**config.mk**
```make
export PLATFORM = sky130hd
export DESIGN_NAME = bws_ctrl
export DESIGN_NICKNAME = d
export VERILOG_FILES = /design/src/rtl/bws_pkg.sv /design/src/rtl/bws_ctrl.sv
export SDC_FILE = /design/constraint.sdc
export NUM_CORES = 1
export LEC_CHECK = 0
export BUFFER_PORTS_ARGS = -buffer_cell sky130_fd_sc_hd__clkbuf_2
export CAP_MARGIN = 20
export CELL_PAD_IN_SITES_DETAIL_PLACEMENT = 0
export CELL_PAD_IN_SITES_GLOBAL_PLACEMENT = 1
export CORE_AREA = 5 5 90 92
export DETAILED_ROUTE_END_ITERATION = 6
export DIE_AREA = 0 0 95 97
export PLACE_DENSITY = 0.71
export SYNTH_ARGS = -nofsm -noshare
export SYNTH_HDL_FRONTEND = slang
export SYNTH_SLANG_ARGS = --single-unit
```
**constraint.sdc**
```tcl
create_clock -name i_clk -period 2.1 [get_ports i_clk]
set_clock_uncertainty 0.15 [all_clocks]
set_input_delay 0 -clock i_clk [delete_from_list [all_inputs] [get_ports i_clk]]
set_output_delay 0 -clock i_clk [all_outputs]
set_load 0.01 [all_outputs]
```
**src/rtl/bws_pkg.sv**
```systemverilog
package bws_pkg;

    // input modes
    localparam logic [1:0] MODE_LOAD  = 2'd0;
    localparam logic [1:0] MODE_QUERY = 2'd1;
    localparam logic [1:0] MODE_CLEAR = 2'd2;

    // configuration register indexes
    localparam logic CFG_GATE  = 1'b0;
    localparam logic CFG_START = 1'b1;

    localparam logic [30:0] GATE_RESET  = 31'd13107;
    localparam logic [30:0] START_RESET = 31'd655360000;

    // rotation CORDIC, Q2.30, angle in 2^-20 turn
    localparam int CORDIC_STEPS = 16;
    localparam logic signed [31:0] CORDIC_GAIN_INV = 32'sd652032874;

    typedef struct packed {
        logic [1:0]         mode;
        logic signed [31:0] point_x;
        logic signed [31:0] point_y;
        logic [15:0]        heading;
        logic [31:0]        station;
    } t_in;

    typedef struct packed {
        logic [31:0] station_out;
        logic [31:0] width_out;
        logic        matched;
    } t_out;

    // controller to datapath
    typedef struct packed {
        logic       q_load;
        logic       cordic_step;
        logic       scan_init;
        logic       rd_en;
        logic       sq_abs;
        logic       sq_mul;
        logic       sqrt_init;
        logic       sqrt_step;
        logic       out_load;
        logic [3:0] step_idx;
    } t_cmd;

    // datapath to controller
    typedef struct packed {
        logic pipe_busy;
        logic out_free;
    } t_sts;

    function automatic logic signed [20:0] atan_lut(input logic [3:0] idx);
        logic signed [20:0] v;
        unique case (idx)
            4'd0:  v = 21'sd131072;
            4'd1:  v = 21'sd77376;
            4'd2:  v = 21'sd40884;
            4'd3:  v = 21'sd20753;
            4'd4:  v = 21'sd10417;
            4'd5:  v = 21'sd5213;
            4'd6:  v = 21'sd2607;
            4'd7:  v = 21'sd1304;
            4'd8:  v = 21'sd652;
            4'd9:  v = 21'sd326;
            4'd10: v = 21'sd163;
            4'd11: v = 21'sd81;
            4'd12: v = 21'sd41;
            4'd13: v = 21'sd20;
            4'd14: v = 21'sd10;
            4'd15: v = 21'sd5;
            default: v = 21'sd0;
        endcase
        return v;
    endfunction

endpackage

```
**src/rtl/bws_ctrl.sv**
```systemverilog
module bws_ctrl
    import bws_pkg::*;
#(
    parameter int BORDER_DEPTH = 1024,
    parameter int AW = (BORDER_DEPTH > 1) ? $clog2(BORDER_DEPTH) : 1,
    parameter int CW = $clog2(BORDER_DEPTH + 1)
) (
    input  logic          i_clk,
    input  logic          i_rst_n,
    input  logic          i_in_valid,
    output logic          o_in_ready,
    input  logic [1:0]    i_mode,
    output logic          o_wr_en,
    output logic [AW-1:0] o_wr_addr,
    output logic [AW-1:0] o_rd_addr,
    output t_cmd          o_cmd,
    input  t_sts          i_sts
);

    typedef enum logic [3:0] {
        S_IDLE, S_CORDIC, S_PREP, S_SCAN, S_DRAIN,
        S_SQA, S_SQB, S_SQI, S_SQRT, S_DONE
    } t_state;

    t_state        r_state, n_state;
    logic [CW-1:0] r_count, n_count;
    logic [CW-1:0] r_idx, n_idx;
    logic [4:0]    r_step, n_step;
    logic          full;
    logic          in_fire;

    assign full      = (r_count == CW'(BORDER_DEPTH));
    assign in_fire   = i_in_valid && o_in_ready;
    assign o_in_ready = (r_state == S_IDLE);
    assign o_wr_addr = r_count[AW-1:0];
    assign o_rd_addr = r_idx[AW-1:0];

    // sequence loads and clears in idle, and one query: trig, scan, drain, root, result
    always_comb begin
        n_state = r_state;
        n_count = r_count;
        n_idx   = r_idx;
        n_step  = r_step;
        o_wr_en = 1'b0;
        o_cmd   = '0;
        o_cmd.step_idx = r_step[3:0];
        unique case (r_state)
            S_IDLE: begin
                if (in_fire) begin
                    priority if (i_mode == MODE_LOAD) begin
                        if (!full) begin
                            o_wr_en = 1'b1;
                            n_count = r_count + 1'b1;
                        end
                    end else if (i_mode == MODE_CLEAR) begin
                        n_count = '0;
                    end else if (i_mode == MODE_QUERY) begin
                        o_cmd.q_load = 1'b1;
                        n_step  = '0;
                        n_state = S_CORDIC;
                    end else begin
                        n_state = S_IDLE;
                    end
                end
            end
            S_CORDIC: begin
                o_cmd.cordic_step = 1'b1;
                n_step = r_step + 1'b1;
                if (r_step == 5'(CORDIC_STEPS - 1)) begin
                    n_state = S_PREP;
                end
            end
            S_PREP: begin
                o_cmd.scan_init = 1'b1;
                n_idx   = '0;
                n_state = S_SCAN;
            end
            S_SCAN: begin
                if (r_idx == r_count) begin
                    n_state = S_DRAIN;
                end else begin
                    o_cmd.rd_en = 1'b1;
                    n_idx = r_idx + 1'b1;
                end
            end
            S_DRAIN: begin
                if (!i_sts.pipe_busy) begin
                    n_state = S_SQA;
                end
            end
            S_SQA: begin
                o_cmd.sq_abs = 1'b1;
                n_state = S_SQB;
            end
            S_SQB: begin
                o_cmd.sq_mul = 1'b1;
                n_state = S_SQI;
            end
            S_SQI: begin
                o_cmd.sqrt_init = 1'b1;
                n_step  = '0;
                n_state = S_SQRT;
            end
            S_SQRT: begin
                o_cmd.sqrt_step = 1'b1;
                n_step = r_step + 1'b1;
                if (r_step == 5'd31) begin
                    n_state = S_DONE;
                end
            end
            S_DONE: begin
                if (i_sts.out_free) begin
                    o_cmd.out_load = 1'b1;
                    n_state = S_IDLE;
                end
            end
            default: n_state = S_IDLE;
        endcase
    end

    always_ff @(posedge i_clk) begin
        if (!i_rst_n) begin
            r_state <= S_IDLE;
            r_count <= '0;
            r_idx   <= '0;
            r_step  <= '0;
        end else begin
            r_state <= n_state;
            r_count <= n_count;
            r_idx   <= n_idx;
            r_step  <= n_step;
        end
    end

endmodule

```
==> impl_metrics.tcl, run 1 <==
set metrics [dict create \
    status "finished, final reports clean" \
    clkPwrFrac_pct 47.3 \
    path_common_cell "ha_1" \
    rsz0062_at_grt "false" \
    synth_flop_cell "dfxtp_1" \
    synth_top_area_share_pct 29.77 \
    arrival_ps 2000 \
    synth_seq_cells 31 \
    vias 1921 \
    postSynthAreaPerCell_um2 8.079 \
    die_w_um 95 \
    yosys.area_share.simple_pct 27.43 \
    cts_sinks 31 \
    syn_nets 271 \
    ant_nets 0 \
    synth_area_leaders "dfxtp_1 (30%), buf_4 (9.0%), xnor2_1 (5.9%), nand2_1 (3.8%), ha_1 (3.6%)" \
    setup_viol 0 \
    cts_root_buffer "clkbuf_8" \
    combPwrFrac_pct 7.5 \
    htree_levels 2 \
    antenna_found_initial 0 \
    yosysSeqAreaShare_pct 29.77 \
    p_switching_w 0.0003093 \
    criticalPathCategory "reg2reg" \
    start_util_pct 29.21 \
    cap_violations 0 \
    viasPerCell 4.876 \
    grt_overflow_total 0 \
    powerDensity_mw_per_mm2 536.1 \
    synth_cells 258 \
    finalSetupTns_ps 0 \
    grt_pass1_wl_um 9032 \
    cts_buffer_depth 2 \
    crit_path_max_incr_delay_ps 400 \
    row_count 31 \
    hold_path_class "in2reg" \
    synth_fa_ha_area_share_pct 3.601 \
    p_int_w 0.001018 \
    end_kind "flop" \
    cts_inserted_buffers 5 \
    boundaryPins 42 \
    route.detailed.drc 0 \
    period_needed_ps 1982 \
    cpMaxStageDelayCell "dfxtp_1" \
    crit_required_ps 2120 \
    synthTopCellsByCount "dfxtp_1 (31), buf_4 (25), nand2_1 (21), nor2_1 (19)" \
    vdd_drop_max_mv 0.2766 \
    p_seq_share_pct 45.2 \
    cts_tree "yes" \
    timing_hold_violations_final 0 \
    grt_use_total_pct 12.02 \
    nets 307 \
    area_delta_synth_final_pct 18.73 \
    ys_warn_count 0 \
    synth_top_area_cell "dfxtp_1" \
    cts_setup_buffers 0 \
    drt_pre_antenna_iters 4 \
    power_w 0.001327 \
    switching_share_pct 23.31 \
    synth_edf_count 0 \
    report.final.slew_viol_count 0 \
    startpoint_type "flop" \
    slew_headroom_pct 73.75 \
    drt_wl_total_um 5385 \
    synth.distinct_cells 47 \
    dpl.hpwl_um 4069 \
    drtIter0Drc 64 \
    synth_top_family_by_area "simple AND/OR/NAND/NOR gates" \
    num_antenna_cells 0 \
    core_mm2 0.007137 \
    design.die.area_mm2 0.009215 \
    post-synth-top-count-cell "dfxtp_1" \
    clkLatencyLatePin_ps 280 \
    fin_util_pct 34.68 \
    fin_crit_sh_pct 94.36 \
    io_buffers 41 \
    synthXorXnorAreaFrac_pct 7.983 \
    path_clk_slew_ps 70 \
    muxShareOfSynthArea_pct 1.981 \
    worst_pin_slew_ps 390.7 \
    path_max_fanout 5 \
    syn-cell-area_mm2 0.002084 \
    drive_gt1_share_pct 25.08 \
    fmax_mhz 504.7 \
    fp.dieH_um 97 \
    worstPathCellList "ha_1 > and3_1 > ha_1 > nor3b_1 > o21ai_0 > o211a_1 > o21ai_2 > o31a_1" \
    gp_congestion 0.7794 \
    p_leak_nw 1.017 \
    grt_pass1_vias 1868 \
    postSynth.asyncResetShare_pct 0 \
    synth_compound_area_share_pct 16.63 \
    grt_max_degree 16 \
    wl_per_cell_um 13.67 \
]
[flip-flops by register name (all words and copies together) (netlist names)]
register / cells
r_count: 11
r_idx: 11
r_step: 5
r_state: 4
[layer usage]
metal,wire (um),GRT usage [%]
met1,2587,15.87
met2,2426,19.25
met3,345,3.181
met4,25,2.997
met5,0,0
[metrics by stage]
stage          cell area, um^2  hold slack, ps  std cells  setup WS (ps)
2_1_floorplan             2085          -99.31        258          231.3
3_3_place_gp              2327           146.2        383          184.9
3_5_place_dp              2327           148.7        383          144.0
4_1_cts                   2475           120.1        394          118.8
5_1_grt                   2475           128.1        394          17.40
6_report                  2475           130.4        394          118.5
[timing repair]
| action | CTS | global route |
|---|---|---|
| hold buffers | 3 | 0 |
| resized for setup | 0 | 0 |
| hold endpoints to repair | 6 | 0 |
[layout by cell type, fill, tap and decap left out, types with 4 or more instances in the layout]
cell and count:
clkbuf_2 41, dfxtp_1 31, nand2_1 21, nor2_1 19, buf_4 18, xnor2_1 14, a21oi_1 14, o21ai_0 13
inv_1 11, nand3_1 11, nor3_1 6, or3_1 6, o31ai_1 6, or4_1 6, ha_1 6, clkbuf_8 6
xor2_1 5, nand2b_1 4, and3_1 4, nand4_1 4, and2_1 4
[worst max-delay path: cells and delay by family, from the launching register on]
family | cells | cell delay [ps]
compound gates | 4 | 760
simple gates | 2 | 230
flops | 1 | 400
fa+ha+maj | 2 | 330
[final timing paths]
path / end / cells past startpoint / from / slack, ps
setup reg to reg: r_state[3]$_SDFFE_PN0P_ / 8 / r_step[0]$_SDFFE_PN0P_ / 120
hold / removal: r_state[1]$_SDFFE_PN0P_ / 4 / i_sts[1] / 130
setup / recovery: r_state[3]$_SDFFE_PN0P_ / 8 / r_step[0]$_SDFFE_PN0P_ / 120
hold reg to reg: r_idx[10]$_SDFFE_PN0P_ / 2 / r_idx[10]$_SDFFE_PN0P_ / 340
[power by group through the flow]
| stage | sequential (W) | combinational, W | clock (W) |
|---|---|---|---|
| after floorplan | 0.000611 | 0.0000609 | 0 |
| after global placement | 0.000612 | 0.0000962 | 0 |
| after detailed placement | 0.000613 | 0.0000960 | 0 |
| after CTS | 0.000599 | 0.000101 | 0.000646 |
| after global routing | 0.000600 | 0.000112 | 0.000674 |
| final | 0.000599 | 0.0000999 | 0.000628 |
[cells by family (layout without fill, tap and decap cells)]
kind of cell / count (synthesis) / count (layout)
adder cells (fa/ha/maj): 6 / 6
flip-flops: 31 / 31
XOR/XNOR: 19 / 19
multiplexers: 4 / 4
AO/OA/AOI/OAI: 52 / 52
AND/OR/NAND/NOR: 102 / 102
buffers and inverters: 44 / 81
[final cells by class]
cell class	count	area, um^2
fill	797	4662
multi-input combinational	183	1201
sequential	31	620.6
timing repair buffer	62	370.4
tap	99	123.9
clock buffer	6	82.58
inverter	11	41.29
clock inverter	2	35.03
Note: power is estimated with default switching activity, not from simulation.
==> run 2, diff against run 1 <==
--- a/constraint.sdc
+++ b/constraint.sdc
@@ -4,2 +4,2 @@
 set_output_delay 0 -clock i_clk [all_outputs]
-set_load 0.01 [all_outputs]
+set_load 0.02 [all_outputs]
==> run 2 against run 1 <==
Worst setup slack better by 1.9 ps. Fmax hardly changed. Clock power barely moved. Clock-buffer cell count is the same. Core utilization up 0.11 points. Final area increased by 0.30%. Via count down 0.47%. Critical endpoint unchanged. Highest routed layer unchanged.
==> impl_metrics.tcl, run 2 (synthesis results as in run 1) <==
set metrics [dict create \
    multi_input_area_mm2 0.001209 \
    gp_congestion 0.7794 \
    core_mm2 0.007137 \
    drive_gt1_share_pct 25.08 \
    nFillCells 794 \
    drt_wl_total_um 5411 \
    cts_root_buffer "clkbuf_8" \
    arrival_ps 2000 \
    grt_max_degree 16 \
    setup_viol 0 \
    grt_pass1_vias 1868 \
    cts_setup_buffers 0 \
    boundaryPins 42 \
    path_max_fanout 5 \
    dpl.hpwl_um 4069 \
    layout.cells.most_common "clkbuf_2" \
    cap_violations 0 \
    startpoint_type "flop" \
    p_leak_nw 1.018 \
    cp_num_buf_inv 0 \
    p_int_w 0.001018 \
    status "finished, final reports clean" \
    area_delta_synth_final_pct 19.09 \
    row_count 31 \
    io_buffers 41 \
    dp_cells 383 \
    instances_no_fill 394 \
    vias 1912 \
    wl_per_cell_um 13.73 \
    design.die.area_mm2 0.009215 \
    htree_levels 2 \
    rsz0062_at_grt "false" \
    cts_buffer_depth 2 \
    grt_overflow_total 0 \
    antenna_found_initial 0 \
    switching_share_pct 23.64 \
    cts_sinks 31 \
    seq_area_um2 620.6 \
    finalSetupTns_ps 0 \
    fp.dieH_um 97 \
    combPwrFrac_pct 7.9 \
    hold_path_class "in2reg" \
    slew_headroom_pct 73.11 \
    viasPerCell 4.853 \
    die_w_um 95 \
    most-common-layout-cells "clkbuf_2 (41), dfxtp_1 (31), nand2_1 (21), nor2_1 (19), buf_4 (18)" \
    period_needed_ps 1980 \
    criticalPathCategory "reg2reg" \
    crit_path_max_incr_delay_ps 400 \
    report.final.slew_viol_count 0 \
    worst_pin_slew_ps 400.2 \
    worstPathCellList "ha_1 > and3_1 > ha_1 > nor3b_1 > o21ai_0 > o211a_1 > o21ai_2 > o31a_1" \
    timing_hold_violations_final 0 \
    crit_required_ps 2120 \
    path_clk_slew_ps 70 \
    powerDensity_mw_per_mm2 537.1 \
    end_kind "flop" \
    fin_crit_sh_pct 94.27 \
    cpMaxStageDelayCell "dfxtp_1" \
    drtIter0Drc 57 \
    p_seq_share_pct 44.9 \
    start_util_pct 29.21 \
    cts_inserted_buffers 5 \
    cts_tree "yes" \
    ant_nets 0 \
    p_switching_w 0.0003153 \
    route.detailed.drc 0 \
    reg.largest.list "r_count (11), r_idx (11), r_step (5)" \
    path_common_cell "ha_1" \
    vdd_drop_max_mv 0.2770 \
    whs_ps 130.2 \
    fmax_mhz 505.1 \
    nets 307 \
    clkPwrFrac_pct 47.1 \
    crit_family "compound AO/OA/AOI/OAI gates" \
    grt_use_total_pct 12.02 \
    drt_pre_antenna_iters 4 \
    num_antenna_cells 0 \
    grt_pass1_wl_um 9032 \
    clkLatencyLatePin_ps 280 \
]
==> run 2: cell count changes in the layout (fill, tap and decap cells not counted) <==
cell	previous run	this run
o21ai_2	2	1
o21ai_4	0	1
==> run 2: area by class of cell <==
class,count,share of cell area [%]
Clock inverter,2,1.411
Multi-Input combinational cell,183,48.69
Timing Repair Buffer,62,14.92
Sequential cell,31,25.00
Tap cell,99,4.990
Inverter,11,1.663
Clock buffer,6,3.327
==> run 2: what timing repair did <==
action	in CTS	in global routing
endpoints found under the hold margin	6	0
endpoints found under the setup margin	0	1
hold buffers	3	0
gates resized for setup	0	1
==> run 2: path summary, 6_finish.rpt <==
path                               start                       to  slack, ps  depth (start not counted)
hold reg to reg   r_idx[10]$_SDFFE_PN0P_   r_idx[10]$_SDFFE_PN0P_        340                          2
setup reg to reg  r_step[0]$_SDFFE_PN0P_  r_state[3]$_SDFFE_PN0P_        120                          8
setup / recovery  r_step[0]$_SDFFE_PN0P_  r_state[3]$_SDFFE_PN0P_        120                          8
hold / removal                  i_sts[1]  r_state[1]$_SDFFE_PN0P_        130                          4
==> run 2: tightest hold or removal path, cell delays in order <==
cell and delay, ps:
clkbuf_2 80, a21oi_1 60, o211a_1 250, o211a_1 130
==> run 2: per-stage QoR <==
stage | power (W) | setup WS [ps] | utilization [%] | area, um^2
finish | 0.001333 | 120.4 | 34.78 | 2482
global route | 0.001392 | 12.05 | 34.78 | 2482
CTS | 0.001351 | 118.2 | 34.68 | 2475
detailed placement | 0.0007135 | 144.0 | 32.61 | 2327
global placement | 0.0007130 | 184.9 | 32.61 | 2327
floorplan | 0.0006767 | 127.1 | - | 2085
==> run 2: per-layer routing <==
| metal | up-vias | part of all wire (%) | track usage, % |
|---|---|---|---|
| met3 | 2 | 5.7 | 3.181 |
| met5 | - | 0 | 0 |
| met1 | 889 | 49 | 15.87 |
| li1 | 971 | - | - |
| met2 | 50 | 45 | 19.25 |
| met4 | 0 | 0.46 | 2.997 |
==> run 2: power groups by stage <==
stage,combinational (W),sequential [W],clock [W]
after floorplan,0.0000657,0.000611,0
after global placement,0.000101,0.000612,0
after detailed placement,0.000101,0.000613,0
after CTS,0.000105,0.000599,0.000646
after global routing,0.000118,0.000600,0.000674
final,0.000106,0.000599,0.000628
